**config.mk**
```make
export PLATFORM = sky130hd
export DESIGN_NAME = edit_distance_stream_matcher_core_flat
export DESIGN_NICKNAME = d
export VERILOG_FILES = /design/src/design/edsm_pkg.sv /design/src/design/edsm_item_if.sv /design/src/design/edsm_result_if.sv /design/src/design/edsm_cell.sv /design/src/design/edit_distance_stream_matcher_core.sv /design/src/flat_wrapper.sv
export SDC_FILE = /design/constraint.sdc
export NUM_CORES = 2
export LEC_CHECK = 0
export BUFFER_PORTS_ARGS = -buffer_cell sky130_fd_sc_hd__buf_4
export CORE_UTILIZATION = 50
export CTS_CLUSTER_DIAMETER = 50
export DETAILED_ROUTE_END_ITERATION = 7
export PLACE_DENSITY = 0.76
export SLEW_MARGIN = 20
export SYNTH_ARGS = -nofsm -noshare
export SYNTH_HDL_FRONTEND = slang
export SYNTH_SLANG_ARGS = --single-unit
```
**constraint.sdc**
```tcl
create_clock -name clk -period 18.4 [get_ports clk]
set_clock_uncertainty 0.2 [all_clocks]
set_input_delay 1.84 -clock clk [delete_from_list [all_inputs] [get_ports clk]]
set_output_delay 1.84 -clock clk [all_outputs]
set_load 0.01 [all_outputs]
```
**src/design/edsm_pkg.sv**
```systemverilog
// ----------------------------------------------------------------------------
// Edit distance stream matcher package
// Field widths, command and register codes, and the control group that the
// core sends to every cell of the column chain.
// ----------------------------------------------------------------------------
package edsm_pkg;

  localparam int unsigned INDEX_W     = 4;
  localparam int unsigned SYMBOL_W    = 8;
  localparam int unsigned PLEN_W      = 5;
  localparam int unsigned CFG_INDEX_W = 1;
  localparam int unsigned CFG_DATA_W  = PLEN_W;

  // Request commands
  localparam logic CMD_LOAD = 1'b0;
  localparam logic CMD_TEXT = 1'b1;

  // Configuration register indexes
  localparam logic [CFG_INDEX_W-1:0] CFG_PATTERN_LENGTH = 1'b0;
  localparam logic [CFG_INDEX_W-1:0] CFG_LOCAL_MODE     = 1'b1;

  localparam logic [PLEN_W-1:0] PLEN_RESET = 5'd16;

  typedef struct packed {
    logic                restart;
    logic                load;
    logic [INDEX_W-1:0]  idx;
    logic [SYMBOL_W-1:0] sym;
  } cell_ctrl_t;

endpackage

```
**src/design/edsm_item_if.sv**
```systemverilog
// ----------------------------------------------------------------------------
// Edit distance stream matcher request channel
// Valid/ready channel carrying one load or text request.
// ----------------------------------------------------------------------------
interface edsm_item_if import edsm_pkg::*; ();
  logic                valid;
  logic                ready;
  logic                command;
  logic [INDEX_W-1:0]  pattern_index;
  logic [SYMBOL_W-1:0] symbol;
  logic                last_symbol;

  modport source (output valid, command, pattern_index, symbol, last_symbol, input ready);
  modport sink   (input valid, command, pattern_index, symbol, last_symbol, output ready);
endinterface

```
**src/design/edsm_result_if.sv**
```systemverilog
// ----------------------------------------------------------------------------
// Edit distance stream matcher result channel
// Valid/ready channel carrying one distance per text request.
// ----------------------------------------------------------------------------
interface edsm_result_if #(
  parameter int unsigned DISTANCE_BITS = 16
) ();
  logic                     valid;
  logic                     ready;
  logic [DISTANCE_BITS-1:0] distance;
  logic                     final_result;

  modport source (output valid, distance, final_result, input ready);
  modport sink   (input valid, distance, final_result, output ready);
endinterface

```
**src/design/edsm_cell.sv**
```systemverilog
// ----------------------------------------------------------------------------
// Edit distance stream matcher cell
// Holds one pattern byte and one row of the current column. A wavefront token
// (text byte, cell above, diagonal) passes through and is handed on registered.
// ----------------------------------------------------------------------------
module edsm_cell import edsm_pkg::*; #(
  parameter int unsigned DISTANCE_BITS = 16,
  parameter int unsigned M_W           = 5,
  parameter int unsigned INDEX         = 0
) (
  input  logic                     clk,
  input  logic                     rst,
  input  cell_ctrl_t               ctrl,
  input  logic [M_W-1:0]           m,
  input  logic                     in_valid,
  input  logic [SYMBOL_W-1:0]      in_sym,
  input  logic [DISTANCE_BITS-1:0] in_up,
  input  logic [DISTANCE_BITS-1:0] in_diag,
  output logic                     out_valid,
  output logic [SYMBOL_W-1:0]      out_sym,
  output logic [DISTANCE_BITS-1:0] out_up,
  output logic [DISTANCE_BITS-1:0] out_diag
);

  localparam logic [M_W-1:0]     ROW      = M_W'(INDEX);
  localparam bit                 LOADABLE = INDEX < (1 << INDEX_W);
  localparam logic [INDEX_W-1:0] IDX_CODE = INDEX_W'(INDEX);
  localparam logic [DISTANCE_BITS:0] RV_WIDE = (DISTANCE_BITS+1)'(INDEX + 1);
  localparam logic [DISTANCE_BITS:0] DMAX_WIDE = {1'b0, {DISTANCE_BITS{1'b1}}};
  localparam logic [DISTANCE_BITS-1:0] RESET_VAL =
    (RV_WIDE > DMAX_WIDE) ? {DISTANCE_BITS{1'b1}} : RV_WIDE[DISTANCE_BITS-1:0];

  function automatic logic [DISTANCE_BITS-1:0] sat_inc(
    input logic [DISTANCE_BITS-1:0] a,
    input logic                     d
  );
    logic [DISTANCE_BITS:0] s;
    s = {1'b0, a} + {{DISTANCE_BITS{1'b0}}, d};
    return s[DISTANCE_BITS] ? {DISTANCE_BITS{1'b1}} : s[DISTANCE_BITS-1:0];
  endfunction

  logic [SYMBOL_W-1:0]      pat;
  logic [DISTANCE_BITS-1:0] col;
  logic                     active;
  logic [DISTANCE_BITS-1:0] from_up;
  logic [DISTANCE_BITS-1:0] from_left;
  logic [DISTANCE_BITS-1:0] from_diag;
  logic [DISTANCE_BITS-1:0] lo;
  logic [DISTANCE_BITS-1:0] v;

  assign active    = in_valid && (ROW < m);
  assign from_up   = sat_inc(in_up, 1'b1);
  assign from_left = sat_inc(col, 1'b1);
  assign from_diag = sat_inc(in_diag, pat != in_sym);
  assign lo        = (from_up < from_left) ? from_up : from_left;
  assign v         = (lo < from_diag) ? lo : from_diag;

  always_ff @(posedge clk) begin
    if (rst || ctrl.restart) begin
      col <= RESET_VAL;
    end else if (active) begin
      col <= v;
    end
  end

  always_ff @(posedge clk) begin
    if (rst) begin
      out_valid <= 1'b0;
    end else begin
      out_valid <= in_valid;
    end
  end

  // Rows beyond the pattern length pass the last active row straight on
  always_ff @(posedge clk) begin
    out_sym  <= in_sym;
    out_up   <= active ? v : in_up;
    out_diag <= active ? col : in_diag;
    if (LOADABLE && ctrl.load && ctrl.idx == IDX_CODE) begin
      pat <= ctrl.sym;
    end
  end

endmodule

```
**src/design/edit_distance_stream_matcher_core.sv**
```systemverilog
// ----------------------------------------------------------------------------
// Edit distance stream matcher core
// Unit-cost edit distance of a stored pattern against a streamed text.
// ----------------------------------------------------------------------------
// Requests arrive on item: a load request writes one pattern byte and clears
// the column; a text request advances the column by one text byte and gives
// one result on result (distance, plus final_result copied from last_symbol).
// The column lives in a chain of PATTERN_MAX cells, one row per cell; each
// text byte travels down the chain as a wavefront, one cell per cycle, through
// the launch register, the cells and the done register. One request is in the
// chain at a time; the next one is accepted once the last text result has left
// the done register, or straight after a load. A finished result moves into
// the output register while the next request runs; if the receiver holds ready
// low, a second result waits in the core and item.ready stays low until the
// output register frees up. Registers pattern_length and local_mode are
// written over cfg_we, cfg_index and cfg_data, by the user only while the core
// is idle; the core does not enforce this. Synchronous reset clears the top
// cell, resets the column and running best, sets pattern_length to 16 and
// local_mode to 0. Pattern bytes are not reset and must be loaded.
// ----------------------------------------------------------------------------
module edit_distance_stream_matcher_core import edsm_pkg::*; #(
  parameter int unsigned PATTERN_MAX   = 16,
  parameter int unsigned DISTANCE_BITS = 16
) (
  input  logic                   clk,
  input  logic                   rst,
  edsm_item_if.sink              item,
  edsm_result_if.source          result,
  input  logic                   cfg_we,
  input  logic [CFG_INDEX_W-1:0] cfg_index,
  input  logic [CFG_DATA_W-1:0]  cfg_data
);

  localparam int unsigned M_W = $clog2(PATTERN_MAX + 1);
  localparam int unsigned M_RESET =
    (32'(PLEN_RESET) > PATTERN_MAX) ? PATTERN_MAX : 32'(PLEN_RESET);
  localparam logic [DISTANCE_BITS-1:0] BEST_RESET = DISTANCE_BITS'(M_RESET);

  typedef enum logic [2:0] {
    S_IDLE = 3'b001,
    S_RUN  = 3'b010,
    S_DONE = 3'b100
  } state_t;

  state_t state;
  state_t state_next;

  logic [PLEN_W-1:0]        pattern_length;
  logic                     local_mode;
  logic [M_W-1:0]           m_eff;
  logic [DISTANCE_BITS-1:0] best_rst;
  logic [DISTANCE_BITS:0]   m_wide;

  logic [DISTANCE_BITS-1:0] top_cell;
  logic [DISTANCE_BITS-1:0] best;
  logic [DISTANCE_BITS-1:0] newtop;
  logic [DISTANCE_BITS:0]   top_inc;
  logic [DISTANCE_BITS-1:0] best_upd;
  logic [DISTANCE_BITS-1:0] exit_up;
  logic                     exit_valid;

  logic                     item_accept;
  logic                     is_text;
  logic                     out_free;
  cell_ctrl_t               cell_ctrl;

  logic                     launch_valid;
  logic [SYMBOL_W-1:0]      launch_sym;
  logic [DISTANCE_BITS-1:0] launch_up;
  logic [DISTANCE_BITS-1:0] launch_diag;
  logic                     last_r;

  logic [DISTANCE_BITS-1:0] done_dist;
  logic                     done_last;
  logic                     res_valid;
  logic [DISTANCE_BITS-1:0] res_dist;
  logic                     res_final;

  logic                     ch_valid [PATTERN_MAX+1];
  logic [SYMBOL_W-1:0]      ch_sym   [PATTERN_MAX+1];
  logic [DISTANCE_BITS-1:0] ch_up    [PATTERN_MAX+1];
  logic [DISTANCE_BITS-1:0] ch_diag  [PATTERN_MAX+1];

  // Pattern length in use, clamped to 1..PATTERN_MAX
  always_comb begin
    if (pattern_length == '0) begin
      m_eff = M_W'(1);
    end else if (32'(pattern_length) > PATTERN_MAX) begin
      m_eff = M_W'(PATTERN_MAX);
    end else begin
      m_eff = M_W'(pattern_length);
    end
  end

  assign m_wide   = (DISTANCE_BITS+1)'(m_eff);
  assign best_rst = m_wide[DISTANCE_BITS] ? {DISTANCE_BITS{1'b1}} : m_wide[DISTANCE_BITS-1:0];

  assign top_inc = {1'b0, top_cell} + (DISTANCE_BITS+1)'(1);
  assign newtop  = local_mode ? '0 :
                   (top_inc[DISTANCE_BITS] ? {DISTANCE_BITS{1'b1}} : top_inc[DISTANCE_BITS-1:0]);

  assign exit_valid = ch_valid[PATTERN_MAX];
  assign exit_up    = ch_up[PATTERN_MAX];
  assign best_upd   = (exit_up < best) ? exit_up : best;

  assign item_accept = item.valid && item.ready;
  assign is_text     = item.command == CMD_TEXT;
  assign out_free    = !res_valid || result.ready;

  always_comb begin
    cell_ctrl.restart = (item_accept && !is_text) || (exit_valid && last_r);
    cell_ctrl.load    = item_accept && !is_text;
    cell_ctrl.idx     = item.pattern_index;
    cell_ctrl.sym     = item.symbol;
  end

  always_comb begin
    state_next = state;
    unique case (state)
      S_IDLE: begin
        if (item_accept && is_text) begin
          state_next = S_RUN;
        end
      end
      S_RUN: begin
        if (exit_valid) begin
          state_next = S_DONE;
        end
      end
      S_DONE: begin
        if (out_free) begin
          state_next = S_IDLE;
        end
      end
      default: state_next = S_IDLE;
    endcase
  end

  always_ff @(posedge clk) begin
    if (rst) begin
      state          <= S_IDLE;
      pattern_length <= PLEN_RESET;
      local_mode     <= 1'b0;
      top_cell       <= '0;
      best           <= BEST_RESET;
      launch_valid   <= 1'b0;
      res_valid      <= 1'b0;
    end else begin
      state        <= state_next;
      launch_valid <= item_accept && is_text;
      if (cfg_we) begin
        unique case (cfg_index)
          CFG_PATTERN_LENGTH: pattern_length <= cfg_data;
          CFG_LOCAL_MODE:     local_mode     <= cfg_data[0];
        endcase
      end
      if (item_accept && !is_text) begin
        top_cell <= '0;
        best     <= best_rst;
      end else if (item_accept) begin
        top_cell <= newtop;
      end else if (exit_valid) begin
        // Restart the column after the last text byte
        if (last_r) begin
          top_cell <= '0;
          best     <= best_rst;
        end else begin
          best <= best_upd;
        end
      end
      if (state == S_DONE && out_free) begin
        res_valid <= 1'b1;
      end else if (result.ready) begin
        res_valid <= 1'b0;
      end
    end
  end

  always_ff @(posedge clk) begin
    if (item_accept && is_text) begin
      launch_sym  <= item.symbol;
      launch_up   <= newtop;
      launch_diag <= top_cell;
      last_r      <= item.last_symbol;
    end
    if (state == S_RUN && exit_valid) begin
      done_dist <= local_mode ? best_upd : exit_up;
      done_last <= last_r;
    end
    if (state == S_DONE && out_free) begin
      res_dist  <= done_dist;
      res_final <= done_last;
    end
  end

  assign ch_valid[0] = launch_valid;
  assign ch_sym[0]   = launch_sym;
  assign ch_up[0]    = launch_up;
  assign ch_diag[0]  = launch_diag;

  for (genvar k = 0; k < PATTERN_MAX; k++) begin : g_cell
    edsm_cell #(
      .DISTANCE_BITS (DISTANCE_BITS),
      .M_W           (M_W),
      .INDEX         (k)
    ) u_cell (
      .clk       (clk),
      .rst       (rst),
      .ctrl      (cell_ctrl),
      .m         (m_eff),
      .in_valid  (ch_valid[k]),
      .in_sym    (ch_sym[k]),
      .in_up     (ch_up[k]),
      .in_diag   (ch_diag[k]),
      .out_valid (ch_valid[k+1]),
      .out_sym   (ch_sym[k+1]),
      .out_up    (ch_up[k+1]),
      .out_diag  (ch_diag[k+1])
    );
  end

  assign item.ready          = state == S_IDLE;
  assign result.valid        = res_valid;
  assign result.distance     = res_dist;
  assign result.final_result = res_final;

endmodule

```
**src/flat_wrapper.sv**
```systemverilog
// flat-port wrapper written by rule: the top's interface ports become plain ports
module edit_distance_stream_matcher_core_flat import edsm_pkg::*;
#(
  parameter int unsigned PATTERN_MAX   = 16,
  parameter int unsigned DISTANCE_BITS = 16
)
  (clk, rst, cfg_we, cfg_index, cfg_data, item_valid, item_command, item_pattern_index, item_symbol, item_last_symbol, item_ready, result_valid, result_distance, result_final_result, result_ready);
  edsm_item_if item_i ();
  edsm_result_if #(.DISTANCE_BITS(DISTANCE_BITS)) result_i ();
  input  logic clk;
  input  logic rst;
  input  logic cfg_we;
  input  logic [CFG_INDEX_W-1:0] cfg_index;
  input  logic [CFG_DATA_W-1:0] cfg_data;
  input wire logic [$bits(item_i.valid)-1:0] item_valid;
  input wire logic [$bits(item_i.command)-1:0] item_command;
  input wire logic [$bits(item_i.pattern_index)-1:0] item_pattern_index;
  input wire logic [$bits(item_i.symbol)-1:0] item_symbol;
  input wire logic [$bits(item_i.last_symbol)-1:0] item_last_symbol;
  output wire logic [$bits(item_i.ready)-1:0] item_ready;
  output wire logic [$bits(result_i.valid)-1:0] result_valid;
  output wire logic [$bits(result_i.distance)-1:0] result_distance;
  output wire logic [$bits(result_i.final_result)-1:0] result_final_result;
  input wire logic [$bits(result_i.ready)-1:0] result_ready;
  assign item_i.valid = item_valid;
  assign item_i.command = item_command;
  assign item_i.pattern_index = item_pattern_index;
  assign item_i.symbol = item_symbol;
  assign item_i.last_symbol = item_last_symbol;
  assign item_ready = item_i.ready;
  assign result_valid = result_i.valid;
  assign result_distance = result_i.distance;
  assign result_final_result = result_i.final_result;
  assign result_i.ready = result_ready;
  edit_distance_stream_matcher_core #(.PATTERN_MAX(PATTERN_MAX), .DISTANCE_BITS(DISTANCE_BITS)) u_core (.clk(clk), .rst(rst), .item(item_i), .result(result_i), .cfg_we(cfg_we), .cfg_index(cfg_index), .cfg_data(cfg_data));
endmodule
```
# --- Yosys cells after proc, flatten, opt, wreduce, memory -nomap -nowiden ---
# Index checks and enable logic that the tools add are counted.
totals:
  regBits: 1134
  in_bits: 25
  out_inout_bits: 19
  word_cells: 435
op_classes:
  n_addsub: 49
  n_lt_le_gt_ge: 50
  eq_ne: 38
  n_mux: 130
  n_bitwise: 2
  n_reduce_logical: 56
op_table:
  columns: ["op", "count"]
  rows:
  - ["$mux W16", 119]
  - ["$add A16 B1 Y17 const B", 33]
  - ["$lt A16 B16 Y1", 33]
  - ["$add A16 B1 Y17", 16]
  - ["$ne A8 B8 Y1", 16]
  - ["$lt A4 B5 Y1 const A", 8]
  - ["$logic_and A1 B1 Y1", 38]
  - ["$eq A4 B4 Y1 const B", 8]
  - ["$mux W5", 5]
  - ["$lt A3 B5 Y1 const A", 4]
  - ["$eq A4 B3 Y1 const B", 4]
  - ["$lt A1 B5 Y1 const A", 2]
  - ["$lt A2 B5 Y1 const A", 2]
  - ["$reduce_and A2 Y1", 5]
  - ["$mux W3", 3]
  - ["$pmux W3 S3", 1]
  - ["$eq A4 B2 Y1 const B", 2]
  - ["$reduce_bool A2 Y1", 4]
  - ["$ne A2 B2 Y1 const B", 3]
  - ["$gt A5 B5 Y1 const B", 1]
  - ["$logic_not A5 Y1", 1]
  - ["$eq A4 B1 Y1 const B", 1]
  - ["$logic_not A4 Y1", 1]
  - ["$eq A3 B1 Y1 const B", 1]
  - ["9 further kinds", 14]

# --- Longest topological paths before layout ---
depth:
  ltp_word: 7
  mapped_depth: 29
  mapped_depth_nobuf: 26

# --- Cells and area by module ---
# Synthesis repeated with hierarchy kept, for this count alone.
unflattened:
  cells_unflattened: 9239
  hier_area_um2: 78068.6
by_module_without_submodules:
  columns: ["module", "instances", "cells_per_inst", "area_each_um2", "seq_area_each_um2"]
  rows:
  - ["edit_distance_stream_matcher_core", 1, 440, 5223.8, 3113.0]
  - ["edsm_cell at u_core.g_cell[2].u_cell", 1, 569, 4752.1, 1381.3]
  - ["edsm_cell at u_core.g_cell[0].u_cell", 1, 547, 4669.5, 1381.3]
  - ["edsm_cell at u_core.g_cell[3].u_cell", 1, 563, 4663.2, 1381.3]
  - ["edsm_cell at u_core.g_cell[9].u_cell", 1, 552, 4640.7, 1381.3]
  - ["edsm_cell at u_core.g_cell[15].u_cell", 1, 559, 4614.4, 1381.3]
  - ["edsm_cell at u_core.g_cell[13].u_cell", 1, 546, 4595.7, 1381.3]
  - ["edsm_cell at u_core.g_cell[11].u_cell", 1, 549, 4584.4, 1381.3]
  - ["edsm_cell at u_core.g_cell[5].u_cell", 1, 547, 4549.4, 1381.3]
  - ["edsm_cell at u_core.g_cell[6].u_cell", 1, 543, 4546.9, 1381.3]
  - ["edsm_cell at u_core.g_cell[1].u_cell", 1, 544, 4529.3, 1381.3]
  - ["edsm_cell at u_core.g_cell[4].u_cell", 1, 547, 4524.3, 1381.3]
  - ["edsm_cell at u_core.g_cell[14].u_cell", 1, 549, 4516.8, 1381.3]
  - ["edsm_cell at u_core.g_cell[7].u_cell", 1, 549, 4485.6, 1381.3]
  - ["+3 rows", null, null, null, null]

# --- Worst setup path before layout ---
# No wires, ideal clock.
synth_timing:
  path_type: "flip-flop to flip-flop"
  start: "register u_core.g_cell[9].u_cell.out_up[2]"
  end: "register u_core.g_cell[10].u_cell.out_up[6]"
  setup_time_ns: 0.128
  arrival_time_ns: 6.274
  t_required_ns: 18.072
  path_slack_ns: 11.798
  stages_incl_launch_ff: 26
  n_path_buf: 2
  synth_period_minus_slack_ns: 6.602
  path_cell_list: "dfxtp_1 nand4_1 nor3_1 nand3_1 or2_2 or4_1 o21a_1 ha_1 and4_1 a221oi_1 o21ai_0 nor2_1 clkbuf_1 nor2_1 a31oi_1 ha_1 a21o_1 a21oi_1 o211ai_1 a2111oi_0 or3b_2 o211ai_1 clkbuf_1 nor3_1 a31oi_1 o21ai_0"
synth_between:
  elab_chain_cells: 7
synth_rtl:
  columns: ["element", "line", "text"]
  rows:
  - ["start: declaration", "edsm_cell.sv:21", "output logic [DISTANCE_BITS-1:0] out_up,"]
  - ["start signal: assignment", "edsm_cell.sv:77", "out_up <= active ? v : in_up;"]
  - ["$add A16 B1 Y17 *", "edsm_cell.sv:38", "s = {1'b0, a} + {{DISTANCE_BITS{1'b0}}, d};"]
  - ["$mux W16 *", "edsm_cell.sv:39", "return s[DISTANCE_BITS] ? {DISTANCE_BITS{1'b1}} : s[DISTANCE_BITS-1:0];"]
  - ["$lt A16 B16 Y1", "edsm_cell.sv:55", "assign lo = (from_up < from_left) ? from_up : from_left;"]
  - ["$mux W16 *", "edsm_cell.sv:55", null]
  - ["$lt A16 B16 Y1", "edsm_cell.sv:56", "assign v = (lo < from_diag) ? lo : from_diag;"]
  - ["$mux W16 *", "edsm_cell.sv:56", null]
  - ["$mux W16 *", "edsm_cell.sv:77", null]
  - ["end signal: assignment", "edsm_cell.sv:77", null]
  - ["end: declaration", "edsm_cell.sv:21", null]
# Mark *: on every way between the ends. The rest lies on a longest branch, timed or not.
# A chain may end at the register's enable or synchronous reset.

# --- Final worst setup path ---
layout_timing:
  start: "register u_core.g_cell[8].u_cell.out_up[0]"
  end: "register u_core.g_cell[9].u_cell.col[9]"
layout_between:
  elab_chain_cells: 6
layout_rtl:
  columns: ["element", "line", "text"]
  rows:
  - ["start: declaration", "edsm_cell.sv:21", null]
  - ["start signal: assignment", "edsm_cell.sv:77", null]
  - ["$add A16 B1 Y17 *", "edsm_cell.sv:38", null]
  - ["$mux W16 *", "edsm_cell.sv:39", null]
  - ["$lt A16 B16 Y1", "edsm_cell.sv:55", null]
  - ["$mux W16 *", "edsm_cell.sv:55", null]
  - ["$lt A16 B16 Y1", "edsm_cell.sv:56", null]
  - ["$mux W16 *", "edsm_cell.sv:56", null]
  - ["end signal: assignment", "edsm_cell.sv:62", "col <= v;"]
  - ["end: declaration", "edsm_cell.sv:43", "logic [DISTANCE_BITS-1:0] col;"]
# Marked as above.

==> results.ini <==
[outcome]
outcome = complete, no violations

[finish]
nets = 9217
antenna_cells = 0
fin_cells = 10614
n_fill_cell = 12568
layout-drive-gt1-share_pct = 5.69
final_util_pct = 55.7
area_growth_pct = 9.91

[clock_network]
cts_resized = 0
hold_buffers = 0
path_clk_slew_ps = 60
postCtsSetupBuffers = 0
clkLatencyLatePin_ps = 800
cts_buffer_depth = 3
htreeDepth = 4
cts_buffers = 145
cts_tree = yes
cts.sinks = 1134
cts-root-buf = clkbuf_16

[floorplan]
dieArea_um2 = 141000
dieHeight_um = 376
core_um2 = 138000
rows = 136
fp.dieW_um = 376
start_util_pct = 50.7
io_pins = 44

[yosys]
synthArstFlopShare_pct = 0
yosys_register_bits = 1134
syn_area_um2 = 70000
synth_area_leaders = dfxtp_1, ha_1, nand2_1
synthDominantCellAreaShare_pct = 26.6
synth_edf_count = 203
ys_seq_area_share_pct = 35.3
synthFlopType = dfxtp_1
synth_cell_types = 94
synth_area_leader_cell = dfxtp_1
synth.avg_cell_area_um2 = 8.01
synth_cells = 8743
syn_nets = 9328
ys_warn_count = 0

[hold_path]
hold_depth = 0
hold_class = reg -> reg
min-delay-start = u_core.g_cell[9].u_cell.out_sym[2]
worstHoldEndpoint = u_core.g_cell[10].u_cell.out_sym[2]

[routing]
drt_first_pass_iters = 7
via_count = 63409
drt_iter0_drc = 5985
viasPerCell = 5.97
drtAntennaViolNets = 0
drt_wl_total_mm = 201
post_drt_wl_per_cell_um = 18.9
drc = 0

[pwr]
ir_drop_v = 0.0000977
p_total_mw = 7.30
p_leak_nw = 32.9
power.density_nw_per_um2 = 94.9

[run]
maxCapViolations = 0

[setup_path]
worstSetupPathType = reg -> reg
crit-reg2reg-launch = u_core.g_cell[8].u_cell.out_up[0]
r2r_setup_slack_ps = 9800
setup.worst_path.end_class = register
regToRegEndpoint = u_core.g_cell[9].u_cell.col[9]
crit_fanout = 19
cp.arrival_ps = 9140
r2r_cells = 21
startpoint_type = register
required_ps = 18940

[grt]
gr-total-overflow = 0
grt_max_degree = 81
grt_pass1_wl_mm = 316
grt_pass1_vias = 59402
grt_usage_pct = 27.5
antenna_found_initial = 2

[sta]
tightest_slew_ps = 1140
fmax_mhz = 116
fin_crit_ps = 8600
fin_setup_tns_ps = 0
hold_viol = 0
rsz0062_at_grt = false
max_slew_margin_pct = 23.8
setup_viol_count_final = 0
slew_viol_final = 0
finalCritPeriodShare_pct = 46.7

[placed_design]
numPortBuffers = 43
placedCellCount = 10346
gp_congestion = 0.984
dp_hpwl_mm = 152

cells by family after synthesis:
family	share of synthesized area, %
AND/OR/NAND/NOR	25.6
AO/OA/AOI/OAI	15.4
flip-flops	35.3
buffers and inverters	3.53
adder cells (fa/ha/maj)	10.0
XOR/XNOR	6.62
multiplexers	3.51
Yosys cell counts (24+ instances only):
master    count
o31ai_1      26
nor4_1       47
edfxtp_1    203
nor3_1      185
nor3b_1      24
a21o_1      150
nand3_1     382
nand2b_1     77
ha_1        560
mux2i_1     174
mux2_2       61
and3_1      170
nor2_1      796
nand2_1    1694
and2_1       76
and4_1      113
xor2_1      321
o21a_1       78
a31oi_1     166
nor2b_1      42
nand4_1     195
o21ai_0     394
a21oi_1     559
inv_1       289
o211ai_1     79
a211oi_1     40
xnor2_1     208
buf_1        24
dfxtp_1     931
or3_1        30
clkbuf_1    309
layout by cell type (no fill, tap or decap), types with 203 or more instances in the layout:
cell and count:
o21ai_0 390, dfxtp_1 930, xor2_1 321, inv_1 289, a21oi_1 558, xnor2_1 208
nor2_1 795, nand2_1 1694, ha_1 560, nand3_1 382, edfxtp_1 203
area by class of cell:
class	instances	area [um^2]	area share, %
multi-input cells	6964	43100	56.0
flip-flops and latches	1134	24700	32.2
clock buffers	183	4000	5.20
well taps	1863	2330	3.03
inverters	289	1080	1.41
clock inverters	83	961	1.25
repair buffers	98	759	0.987
flip-flops by register name (all words and copies together) (netlist names):
name	count
u_core.g_cell.u_cell.col	256
u_core.g_cell.u_cell.out_sym	120
u_core.g_cell.u_cell.out_up	256
u_core.result.distance	16
u_core.g_cell.u_cell.out_valid	16
u_core.launch_diag	16
u_core.pattern_length	5
u_core.launch_valid	1
u_core.local_mode	1
u_core.g_cell.u_cell.out_diag	240
u_core.best	16
u_core.done_last	1
u_core.launch_up	16
u_core.result.valid	1
u_core.state	3
u_core.top_cell	16
u_core.launch_sym	8
u_core.done_dist	16
u_core.last_r	1
u_core.g_cell.u_cell.pat	128
u_core.result.final_result	1
report_power, final:
| part | switching (mW) | internal [mW] | leakage (nW) |
|---|---|---|---|
| clock | 1.18 | 1.68 | 2.42 |
| combinational | 1.03 | 0.620 | 21.0 |
| sequential | 0.157 | 2.63 | 9.55 |
stage by stage:
stage | cell area [um^2] | hold slack [ps] | worst slack [ps]
after CTS | 76900 | 161 | 9970
after global placement | 71900 | 152 | 10180
after global routing | 76900 | 162 | 9160
final | 76900 | 159 | 9800
after detailed placement | 71900 | 154 | 9990
after floorplan | 70000 | 149 | 11800
how the worst max path moves through the flow:
stage / start / end / depth (start not counted)
6_report: u_core.g_cell[8].u_cell.out_up[0] / u_core.g_cell[9].u_cell.col[9] / 21
5_1_grt: u_core.g_cell[8].u_cell.out_up[0] / u_core.g_cell[9].u_cell.out_up[0] / 22
4_1_cts: u_core.g_cell[8].u_cell.out_up[0] / u_core.g_cell[9].u_cell.col[9] / 22
3_5_place_dp: u_core.g_cell[8].u_cell.out_up[0] / u_core.g_cell[9].u_cell.col[9] / 22
3_3_place_gp: u_core.g_cell[8].u_cell.out_up[0] / u_core.g_cell[9].u_cell.col[9] / 22
2_1_floorplan: u_core.g_cell[9].u_cell.out_up[2] / u_core.g_cell[10].u_cell.out_up[6] / 25
routing by layer:
layer  up-vias  track usage [%]  routed length [um]
li1      30743                -                   -
met1     29848             35.9               86300
met2      2320             45.2               92400
met3       494             3.92               13400
met4         4             12.4                8540
met5         -                0                  21
critical path, cell delays in order (launching register included):
cell and delay, ps:
dfxtp_1 530, ha_1 320, nand2_1 80, nor3_1 670, nand3_1 780, o21ai_0 400
ha_1 320, a21oi_1 200, o21ai_0 170, o21ai_0 250, o211ai_1 300, nor2_2 830
mux2_2 440, ha_1 330, nand2_1 70, a2bb2oi_1 190, o211ai_1 160, a2111oi_0 750
or4b_1 510, and3_1 430, a211oi_1 440, o21a_1 180
Power figures use the tool's default switching activity.
